==> src/sv/state_confirm_filter_with_led_status_core_assert.svh <==
// Assertion macros for the state confirm filter core.
// Included by the top level; needs i_clk and i_rst_n in the including module.
`ifndef STATE_CONFIRM_FILTER_WITH_LED_STATUS_CORE_ASSERT_SVH
`define STATE_CONFIRM_FILTER_WITH_LED_STATUS_CORE_ASSERT_SVH

// Same-cycle implication, checked outside reset.
`define SCF_ASSERT_NOW(lbl, ante, cons, msg) \
    lbl: assert property (@(posedge i_clk) disable iff (!i_rst_n) (ante) |-> (cons)) \
        else $error(msg);

// Next-cycle implication, checked outside reset.
`define SCF_ASSERT_NEXT(lbl, ante, cons, msg) \
    lbl: assert property (@(posedge i_clk) disable iff (!i_rst_n) (ante) |=> (cons)) \
        else $error(msg);

`endif

==> src/sv/scf_pkg.sv <==
// Package for the state confirm filter core: types, defaults, register indexes.
// No dependencies.
package scf_pkg;

    localparam int TIME_BITS_DEF  = 48;
    localparam int COUNT_BITS_DEF = 4;

    localparam int CONFIRM_BITS = 4;
    localparam int HOLD_BITS    = 24;
    localparam int CLASS_BITS   = 2;

    localparam logic [CONFIRM_BITS-1:0] CONFIRM_RST   = 4'd3;
    localparam logic [HOLD_BITS-1:0]    MIN_HOLD_RST  = 24'd1200000;
    localparam logic [HOLD_BITS-1:0]    EVT_HOLD_RST  = 24'd2000000;
    localparam logic                    LED_LEVEL_RST = 1'b0;

    localparam logic [CLASS_BITS-1:0] CLASS_NONE = 2'd0;

    // Bit of the class code that flags an unknown face (codes 2 and 3).
    localparam int UNKNOWN_BIT = 1;

    typedef enum logic [1:0] {
        CFG_CONFIRM_FRAMES = 2'd0,
        CFG_MIN_HOLD_US    = 2'd1,
        CFG_EVENT_HOLD_US  = 2'd2,
        CFG_LED_ON_LEVEL   = 2'd3
    } t_cfg_idx;

    typedef struct packed {
        logic yellow;
        logic blue;
        logic red;
        logic green;
    } t_led_lit;

endpackage

==> src/sv/state_confirm_filter_with_led_status_core.sv <==
// Top level of the state confirm filter: N-frame confirm with minimum hold
// and priority status LED selection. Depends on scf_pkg and the assert header.
//
//  channel | valid       | ready       | payload
//  --------+-------------+-------------+-------------------------------------------
//  input   | i_in_valid  | o_in_ready  | i_now_time, i_raw_class, i_enroll_done,
//          |             |             | i_store_changed
//  result  | o_out_valid | i_out_ready | o_stable_class, o_red_pin, o_green_pin,
//          |             |             | o_blue_pin, o_yellow_pin
//  config  | i_cfg_valid | o_cfg_ready | i_cfg_index, i_cfg_data
//
// One frame per cycle unless the result stalls; path: input register, then result register.
// All frame work (hold end add, elapsed-time subtract, count/compare, LED priority)
// sits between the input register and the result register.
// Synchronous active-low reset loads config defaults and clears filter state.
// A stalled result holds the result register; the input register still takes a
// transaction when the result is consumed in the same cycle.
// Config writes are always taken (o_cfg_ready tied high).
`include "state_confirm_filter_with_led_status_core_assert.svh"

module state_confirm_filter_with_led_status_core
    import scf_pkg::*;
#(
    parameter int TIME_BITS  = TIME_BITS_DEF,
    parameter int COUNT_BITS = COUNT_BITS_DEF
) (
    input  logic                  i_clk,
    input  logic                  i_rst_n,

    input  logic                  i_in_valid,
    output logic                  o_in_ready,
    input  logic [TIME_BITS-1:0]  i_now_time,
    input  logic [CLASS_BITS-1:0] i_raw_class,
    input  logic                  i_enroll_done,
    input  logic                  i_store_changed,

    output logic                  o_out_valid,
    input  logic                  i_out_ready,
    output logic [CLASS_BITS-1:0] o_stable_class,
    output logic                  o_red_pin,
    output logic                  o_green_pin,
    output logic                  o_blue_pin,
    output logic                  o_yellow_pin,

    input  logic                  i_cfg_valid,
    output logic                  o_cfg_ready,
    input  logic [1:0]            i_cfg_index,
    input  logic [HOLD_BITS-1:0]  i_cfg_data
);

    // Width for count vs. threshold compare: wide enough for both.
    localparam int CMP_W = (COUNT_BITS > CONFIRM_BITS) ? COUNT_BITS : CONFIRM_BITS;
    localparam int TW1   = TIME_BITS + 1;
    localparam logic [COUNT_BITS-1:0] CNT_MAX = {COUNT_BITS{1'b1}};

    // ---------------- configuration registers ----------------
    logic [CONFIRM_BITS-1:0] r_confirm;
    logic [HOLD_BITS-1:0]    r_min_hold;
    logic [HOLD_BITS-1:0]    r_evt_hold;
    logic                    r_led_level;

    assign o_cfg_ready = 1'b1;

    always_ff @(posedge i_clk) begin
        if (!i_rst_n) begin
            r_confirm   <= CONFIRM_RST;
            r_min_hold  <= MIN_HOLD_RST;
            r_evt_hold  <= EVT_HOLD_RST;
            r_led_level <= LED_LEVEL_RST;
        end else if (i_cfg_valid) begin
            unique case (t_cfg_idx'(i_cfg_index))
                CFG_CONFIRM_FRAMES: r_confirm   <= i_cfg_data[CONFIRM_BITS-1:0];
                CFG_MIN_HOLD_US:    r_min_hold  <= i_cfg_data;
                CFG_EVENT_HOLD_US:  r_evt_hold  <= i_cfg_data;
                CFG_LED_ON_LEVEL:   r_led_level <= i_cfg_data[0];
                default:            r_led_level <= r_led_level;
            endcase
        end
    end

    // ---------------- input register ----------------
    logic                  r_in_vld;
    logic [TIME_BITS-1:0]  r_in_now;
    logic [CLASS_BITS-1:0] r_in_raw;
    logic                  r_in_enroll;
    logic                  r_in_changed;

    logic r_out_vld;
    logic w_adv;   // frame in the input register moves to the result register

    assign w_adv      = r_in_vld && (!r_out_vld || i_out_ready);
    assign o_in_ready = !r_in_vld || w_adv;

    always_ff @(posedge i_clk) begin
        if (!i_rst_n) begin
            r_in_vld <= 1'b0;
        end else if (o_in_ready) begin
            r_in_vld <= i_in_valid;
        end
    end

    always_ff @(posedge i_clk) begin
        if (i_in_valid && o_in_ready) begin
            r_in_now     <= i_now_time;
            r_in_raw     <= i_raw_class;
            r_in_enroll  <= i_enroll_done;
            r_in_changed <= i_store_changed;
        end
    end

    // ---------------- filter state ----------------
    logic [CLASS_BITS-1:0] r_stable;
    logic [CLASS_BITS-1:0] r_cand_val;
    logic [COUNT_BITS-1:0] r_cand_cnt;
    logic [TIME_BITS-1:0]  r_last_change;
    logic [TIME_BITS-1:0]  r_blue_end;
    logic [TIME_BITS-1:0]  r_yellow_end;

    // ---------------- frame logic ----------------
    // Event hold end = now + hold, saturating at all ones.
    logic [TW1-1:0]       w_hold_sum;
    logic [TIME_BITS-1:0] w_hold_end;
    logic [TIME_BITS-1:0] n_blue_end;
    logic [TIME_BITS-1:0] n_yellow_end;

    assign w_hold_sum   = {1'b0, r_in_now} + TW1'(r_evt_hold);
    assign w_hold_end   = w_hold_sum[TIME_BITS] ? {TIME_BITS{1'b1}}
                                                : w_hold_sum[TIME_BITS-1:0];
    assign n_yellow_end = r_in_changed ? w_hold_end : r_yellow_end;
    assign n_blue_end   = r_in_enroll  ? w_hold_end : r_blue_end;

    // Elapsed time since last change; a borrow means time went backwards.
    logic [TW1-1:0] w_elapsed;
    logic           w_hold_ok;

    assign w_elapsed = {1'b0, r_in_now} - {1'b0, r_last_change};
    assign w_hold_ok = !w_elapsed[TIME_BITS]
                    && (w_elapsed[TIME_BITS-1:0] >= TIME_BITS'(r_min_hold));

    logic [COUNT_BITS-1:0] w_cnt_inc;
    logic                  w_switch;
    logic [CLASS_BITS-1:0] n_stable;
    logic [CLASS_BITS-1:0] n_cand_val;
    logic [COUNT_BITS-1:0] n_cand_cnt;
    logic [TIME_BITS-1:0]  n_last_change;

    assign w_cnt_inc = (r_cand_cnt == CNT_MAX) ? r_cand_cnt : r_cand_cnt + 1'b1;

    always_comb begin
        w_switch      = 1'b0;
        n_stable      = r_stable;
        n_cand_val    = r_in_raw;
        n_cand_cnt    = '0;
        n_last_change = r_last_change;
        priority if (r_in_raw == r_stable) begin
            n_cand_cnt = '0;
        end else if (r_in_raw != r_cand_val) begin
            n_cand_cnt = COUNT_BITS'(1);
        end else begin
            // repeated candidate: count up, switch once confirmed and hold passed
            w_switch = (CMP_W'(w_cnt_inc) >= CMP_W'(r_confirm)) && w_hold_ok;
            if (w_switch) begin
                n_stable      = r_in_raw;
                n_cand_cnt    = '0;
                n_last_change = r_in_now;
            end else begin
                n_cand_cnt = w_cnt_inc;
            end
        end
    end

    // LED priority: yellow hold, blue hold, unknown face, else green.
    t_led_lit n_lit;

    always_comb begin
        n_lit = '0;
        priority if (r_in_now < n_yellow_end) begin
            n_lit.yellow = 1'b1;
        end else if (r_in_now < n_blue_end) begin
            n_lit.blue = 1'b1;
        end else if (n_stable[UNKNOWN_BIT]) begin
            n_lit.red = 1'b1;
        end else begin
            n_lit.green = 1'b1;
        end
    end

    always_ff @(posedge i_clk) begin
        if (!i_rst_n) begin
            r_stable      <= CLASS_NONE;
            r_cand_val    <= CLASS_NONE;
            r_cand_cnt    <= '0;
            r_last_change <= '0;
            r_blue_end    <= '0;
            r_yellow_end  <= '0;
        end else if (w_adv) begin
            r_stable      <= n_stable;
            r_cand_val    <= n_cand_val;
            r_cand_cnt    <= n_cand_cnt;
            r_last_change <= n_last_change;
            r_blue_end    <= n_blue_end;
            r_yellow_end  <= n_yellow_end;
        end
    end

    // ---------------- result register ----------------
    logic [CLASS_BITS-1:0] r_out_stable;
    t_led_lit              r_lit;

    always_ff @(posedge i_clk) begin
        if (!i_rst_n) begin
            r_out_vld <= 1'b0;
        end else if (w_adv) begin
            r_out_vld <= 1'b1;
        end else if (i_out_ready) begin
            r_out_vld <= 1'b0;
        end
    end

    always_ff @(posedge i_clk) begin
        if (w_adv) begin
            r_out_stable <= n_stable;
            r_lit        <= n_lit;
        end
    end

    // Pin level: lit drives the on level, unlit its inverse.
    assign o_out_valid    = r_out_vld;
    assign o_stable_class = r_out_stable;
    assign o_red_pin      = r_lit.red    ? r_led_level : !r_led_level;
    assign o_green_pin    = r_lit.green  ? r_led_level : !r_led_level;
    assign o_blue_pin     = r_lit.blue   ? r_led_level : !r_led_level;
    assign o_yellow_pin   = r_lit.yellow ? r_led_level : !r_led_level;

    // ---------------- assertions ----------------
    `SCF_ASSERT_NOW(a_one_led, r_out_vld, $onehot(r_lit), "exactly one LED must be lit")
    `SCF_ASSERT_NEXT(a_state_hold, !w_adv, $stable(r_stable) && $stable(r_cand_cnt), "filter state moved without a frame")
    `SCF_ASSERT_NEXT(a_switch_upd, w_adv && w_switch, (r_cand_cnt == '0) && (r_last_change == $past(r_in_now)), "stable switch did not clear count or stamp time")
    `SCF_ASSERT_NEXT(a_in_kept, r_in_vld && !w_adv, r_in_vld && $stable(r_in_now), "pending frame lost from input register")

endmodule
==> config.mk <==
export PLATFORM = sky130hd
export DESIGN_NAME = state_confirm_filter_with_led_status_core
export DESIGN_NICKNAME = d
export VERILOG_FILES = /design/src/sv/scf_pkg.sv /design/src/sv/state_confirm_filter_with_led_status_core.sv
export VERILOG_INCLUDE_DIRS = /design/src /design/src/sv
export SDC_FILE = /design/constraint.sdc
export NUM_CORES = 1
export LEC_CHECK = 0
export BUFFER_PORTS_ARGS = -buffer_cell sky130_fd_sc_hd__buf_2
export CAP_MARGIN = 5
export CORE_MARGIN = 1.5
export CORE_UTILIZATION = 30
export CTS_CLUSTER_SIZE = 25
export DETAILED_ROUTE_END_ITERATION = 10
export PLACE_DENSITY = 0.44
export SLEW_MARGIN = 15
export SYNTH_ARGS = -nofsm -noshare
export SYNTH_HDL_FRONTEND = slang
export SYNTH_SLANG_ARGS = --single-unit
export TNS_END_PERCENT = 20
==> constraint.sdc <==
create_clock -name i_clk -period 7.4 [get_ports i_clk]
set_input_delay 1.85 -clock i_clk [delete_from_list [all_inputs] [get_ports i_clk]]
set_output_delay 1.85 -clock i_clk [all_outputs]
set_load 0.05 [all_outputs]
==> metrics.cfg, run 1 <==
[setup_path]
critPathRequiredTime_ns=7.82
critPathKind=reg -> reg
crit_path_max_incr_delay_ns=0.58
arrival_ns=7.45
worst-path-max-fanout=7
crit_path_start_kind=flop
critPathCaptureType=flop
critPathSlowestCell=a211oi_1
path_delay_family=compound AO/OA/AOI/OAI gates
crit_chain=ha_1 > a21o_1 > a21oi_1 > o21ai_0 > nand4_1 > a31oi_1 > o211ai_1 > a211oi_1 > a21oi_1 > a31oi_1 > mux2i_1 > ha_1 > nand4_1 > nor2_1 > nand3_1 > or4_1 > o41ai_1 > o21ai_0 > buf_4 > a211oi_1 > mux2_2
path_buf_inv=1

[finish]
fin_nets=2613
layout_commonest_cell=nand2_1
drive_gt1_frac=0.0923
final_cell_mix=nand2_1, a21oi_1, dfxtp_1
area_growth_pct=13.4

[detailed_routing]
drtAntennaViolNets=0
routed_wl_mm=65.0
post-route-drc-count=0
wl_per_cell_um=20.7
first_pass_iters=5
drt_iter0_markers=1193
viasPerCell=5.31
via_count=16700

[power_and_ir_drop]
peakVddDrop_v=0.000120
p_per_area_nw_per_um2=203
power_leakage_nw=8.26

[clock_tree]
cts_tree=yes
clock_sinks=265
h-tree-depth=2
clock_latency_ns=0.57
cts.path.max_buffers=3
hold_buffers=0
cts.clk_slew.worst_paths_ns=0.05
cts_buffers=36
root_buffer=clkbuf_16

[timing]
fmax_ghz=0.142
fin_crit_sh=0.951
final-setup-viol-count=0
finalCriticalPeriod_ns=7.03
worst_slew_pin_slew_ns=1.00
rsz0062_at_grt=false
fin_skew_ns=0.0236
slew_viol_final=0
relSlewSlack=0.327
finalSetupTns_ns=0
finalHoldViolCount=0
hold_ws_ns=0.455

[floorplan]
dieArea_um2=62600
start_util=0.304
placementRows=90
coreArea_um2=60400
pin_count=92
die_height_um=250
fp.dieW_um=250

[synthesis]
async_reset_ff_frac=0
synth_area_um2=18300
synthFlopType=dfxtp_1
syn_nets=2562
yosys_warnings=0
synth-edff-count=58
ys_seq_area_frac=0.321
synth.distinct_cells=82
synth_seq_cells=265
netlist_instances=2282
syn_avg_cell_area_um2=8.03

[outcome]
status=complete, no violations

[place]
dp_hpwl_mm=49.0
gp_congestion=0.894
port_buffers=90

[global_routing]
grt_pass1_wl_mm=97.4
gr-total-overflow=0
grt_max_degree=95
first_global_vias=15700
grtUsageTotal=0.203
antenna_found_initial=1

[flow_run]
cap_violations=0

[worst_hold_path]
hold_path_class=reg -> reg

-- area by class of cell --
type / count / area, um^2
timing repair buffer: 122 / 722
clock buffer: 53 / 1040
antenna: 1 / 2.50
inverter: 96 / 360
multi-input combinational: 1812 / 11700
fill: 6328 / 39600
tap: 782 / 978
clock inverter: 13 / 128
sequential: 265 / 5890
-- path summary, 6_finish.rpt --
check / depth (start not counted) / endpoint / slack, ns / start
min: 2 / r_yellow_end[47] / 0.45 / r_yellow_end[47]
max reg2reg: 21 / r_lit[0] / 0.37 / r_in_now[1]
max: 21 / r_lit[0] / 0.37 / r_in_now[1]
min reg2reg: 2 / r_yellow_end[47] / 0.45 / r_yellow_end[47]
-- worst min-delay path, stage by stage (launching register included) --
cell and delay, ns:
dfxtp_1 0.31, nand2_1 0.05, a21oi_1 0.05
-- cells in the mapped netlist, drive strengths merged, types with 16 or more instances --
cell	count	area share
nand3	50	0.014
edfxtp	58	0.095
clkbuf	82	0.017
buf	27	0.0079
and2	48	0.016
o21ai	196	0.054
xnor2	41	0.020
a21o	74	0.030
o211ai	20	0.0082
nor2	157	0.032
ha	195	0.13
inv	95	0.019
dfxtp	207	0.23
nor2b	19	0.0065
mux2i	78	0.043
nand4	43	0.015
a21oi	233	0.064
nor3	24	0.0068
xor2	28	0.013
o22ai	21	0.0072
and4	16	0.0077
a211oi	33	0.014
nand2	366	0.075
-- repair_timing --
item / in CTS / in global routing
setup buffers: 0 / 0
endpoints found under the setup margin: 0 / 4
gates resized for setup: 0 / 1
-- power breakdown --
| group | total (mW) | internal, mW | switching [mW] |
|---|---|---|---|
| Clock | 1.75 | 1.05 | 0.707 |
| Combinational | 0.855 | 0.321 | 0.534 |
| Sequential | 1.60 | 1.54 | 0.0605 |
-- cell families (layout without fill, tap and decap cells) --
group,Yosys count,in the layout,share of synthesized area
AND/OR/NAND/NOR,792,792,0.198
AO/OA/AOI/OAI,666,666,0.220
flip-flops,265,265,0.321
buffers and inverters,205,284,0.0443
adder cells (fa/ha/maj),197,197,0.135
multiplexers,87,87,0.0481
XOR/XNOR,69,69,0.0330
other,1,2,0.000205
-- state kept, by name, summed over array words and instances, names as in the netlist --
| signal | count |
|---|---|
| n_cand_val | 2 |
| o_out_valid | 1 |
| o_stable_class | 2 |
| r_blue_end | 48 |
| r_cand_cnt | 4 |
| r_cand_val | 2 |
| r_confirm | 4 |
| r_evt_hold | 24 |
| r_in_changed | 1 |
| r_in_enroll | 1 |
| r_in_now | 48 |
| r_in_vld | 1 |
| r_last_change | 48 |
| r_led_level | 1 |
| r_lit | 4 |
| r_min_hold | 24 |
| r_stable | 2 |
| r_yellow_end | 48 |
-- metrics by stage --
step,total power [mW],area [um^2],cells,util,worst slack (ns)
2_1_floorplan,2.19,18300,2282,-,1.78
3_3_place_gp,2.48,19600,3077,0.325,-0.125
3_5_place_dp,2.48,19600,3077,0.325,0.272
4_1_cts,4.27,20800,3143,0.344,0.216
5_1_grt,4.43,20800,3143,0.344,0.00340
6_report,4.21,20800,3144,0.344,0.366
-- layer usage --
metal  vias up  track usage  share of wire  routed length [um]
met5         -            0              0                   0
met4         0       0.0599          0.025                1620
met1      7908        0.285           0.49               31600
li1       8307            -              -                   -
met3        81       0.0280          0.046                2990
met2       401        0.322           0.44               28800
(Power assumes the default switching activity.)
==> run 2, diff against run 1 <==
--- a/config.mk
+++ b/config.mk
@@ -6,6 +6,7 @@
 export SDC_FILE = /design/constraint.sdc
 export NUM_CORES = 1
 export LEC_CHECK = 0
+export ABC_AREA = 1
 export BUFFER_PORTS_ARGS = -buffer_cell sky130_fd_sc_hd__buf_2
 export CAP_MARGIN = 5
 export CORE_MARGIN = 1.5
==> run 2 against run 1 <==
Net effect: design area is 4.6% higher; maximum frequency is 13% higher; worst hold slack better by 0.014 ns; sequential cell count stayed put; sequential share of layout area is 1.2 points lower; clock skew is 0.011 ns lower; critical path depth is 4 higher; clock power hardly changed; clock-buffer cell count is 3 lower; combinational power is 14% higher; critical path type unchanged; critical endpoint is now r_lit[1]; largest power group unchanged.
==> metrics.cfg, run 2 <==
[synthesis]
synthTopCellsByArea=dfxtp_1, nand2_1, ha_1
yosys.area_share.simple=0.282
ys_seq_area_frac=0.305
synth_compound_area_frac=0.147
synth_seq_cells=265
syn_nets=3137
synthFlopType=dfxtp_1
async_reset_ff_frac=0
syn_avg_cell_area_um2=6.76
synth_fa_ha_area_frac=0.128
netlist.area_leader.share=0.215
synth_area_um2=19300
yosysTopAreaCell=dfxtp_1
synth.distinct_cells=52
synth-edff-count=58
synthMuxAreaShare=0.0161
synth.most_common_cell=nand2_1
synth_common_cells=nand2_1, inv_1, nor2_1
synth_top_family_by_area=simple AND/OR/NAND/NOR gates
synthXorXnorAreaFrac=0.0222
netlist_instances=2857
yosys_warnings=0

[finish]
area_growth_pct=12.6
design_area_um2=21700
final_cells=3792
multi_input_area_um2=11500
seq_area_um2=5890
final_util=0.343
layout_commonest_cell=nand2_1
fin_nets=3200
fill_cells=6938
drive_gt1_frac=0.0777
antenna_cells=0
final_cell_mix=nand2_1, inv_1, nor2_1

[floorplan]
dieArea_um2=65900
pin_count=92
fp.dieW_um=257
die_height_um=257
start_util=0.305
placementRows=92
coreArea_um2=63300

[clock_tree]
cts.path.max_buffers=3
h-tree-depth=2
cts.clk_slew.worst_paths_ns=0.06
cts_resized=0
post-cts-setup-buffers=0
hold_buffers=0
clock_latency_ns=0.55
cts_tree=yes
cts_buffers=37
clock_sinks=265
root_buffer=clkbuf_16

[place]
place_inst=3727
pre_cts_slack_ns=1.37
dpl_cell_area_um2=20600
port_buffers=90
gp_congestion=0.898
dp_hpwl_mm=54.2

[detailed_routing]
via_count=18500
drtAntennaViolNets=0
wl_per_cell_um=18.4
first_pass_iters=5
viasPerCell=4.87
post-route-drc-count=0
drt_iter0_markers=1247
routed_wl_mm=69.6

[timing]
relSlewSlack=0.274
rsz0062_at_grt=false
worst_slew_pin_slew_ns=1.07
fmax_ghz=0.161
finalSetupTns_ns=0
hold_ws_ns=0.469
setup_ws_ns=1.18
finalHoldViolCount=0
final-setup-viol-count=0
slew_viol_final=0
fin_crit_sh=0.841
finalCriticalPeriod_ns=6.22
fin_skew_ns=0.0130

[worst_hold_path]
hold_path_class=reg -> reg

[power_and_ir_drop]
peakVddDrop_v=0.0000918
power_mw=4.34
power_leakage_nw=10.6
p_per_area_nw_per_um2=200

[flow_run]
cap_violations=0

[setup_path]
critPathSlowestCell=nor4b_1
crit_path_start_kind=flop
arrival_ns=6.62
crit_top_cell=nand2_1
critPathKind=reg -> reg
critPathCaptureType=flop
path_buf_inv=1
worst-path-max-fanout=5
critPathRequiredTime_ns=7.80
crit_path_max_incr_delay_ns=0.91
path_delay_family=simple AND/OR/NAND/NOR gates

[global_routing]
antenna_found_initial=1
grt_pass1_wl_mm=106
grt_max_degree=119
grtUsageTotal=0.209
gr-total-overflow=0
first_global_vias=17500

[outcome]
status=complete, no violations

[run 2: kinds of logic (layout without fill, tap and decap cells)]
| logic type | after synthesis | in the layout |
|---|---|---|
| compound gates | 511 | 511 |
| xor+xnor | 49 | 49 |
| fa+ha+maj | 197 | 197 |
| buf+inv | 490 | 579 |
| flops | 265 | 265 |
| mux | 31 | 31 |
| other cells | 1 | 1 |
| simple gates | 1313 | 1313 |
[run 2: tightest hold or removal path, delay by kind of cell (launching register included)]
family                 cells  cell delay (ns)
flip-flops                 1             0.29
buffers and inverters      1             0.07
AO/OA/AOI/OAI              1             0.06
[run 2: cell type report]
class | instances | area share
clock inverters | 15 | 0.00668
well taps | 846 | 0.0487
clock buffers | 50 | 0.0462
inverters | 406 | 0.0702
multi-input cells | 2102 | 0.530
flip-flops and latches | 265 | 0.271
repair buffers | 108 | 0.0276
[run 2: final timing paths]
kind | from | end | slack (ns) | depth (start not counted)
min | r_min_hold[5] | r_min_hold[5] | 0.47 | 2
max | r_in_now[3] | r_lit[1] | 1.18 | 25
max reg2reg | r_in_now[3] | r_lit[1] | 1.18 | 25
min reg2reg | r_min_hold[5] | r_min_hold[5] | 0.47 | 2
[run 2: report_power, final]
group / internal, mW / switching [mW] / total (mW)
Clock: 1.05 / 0.684 / 1.74
Combinational: 0.328 / 0.647 / 0.976
Sequential: 1.56 / 0.0715 / 1.63
[run 2: metal layers]
layer  global-route usage  share of wire  up-vias
li1                     -              -     9454
met1                0.306           0.50     8498
met2                0.323           0.43      431
met3               0.0233          0.049       71
met4               0.0547          0.022        0
met5                    0              0        -
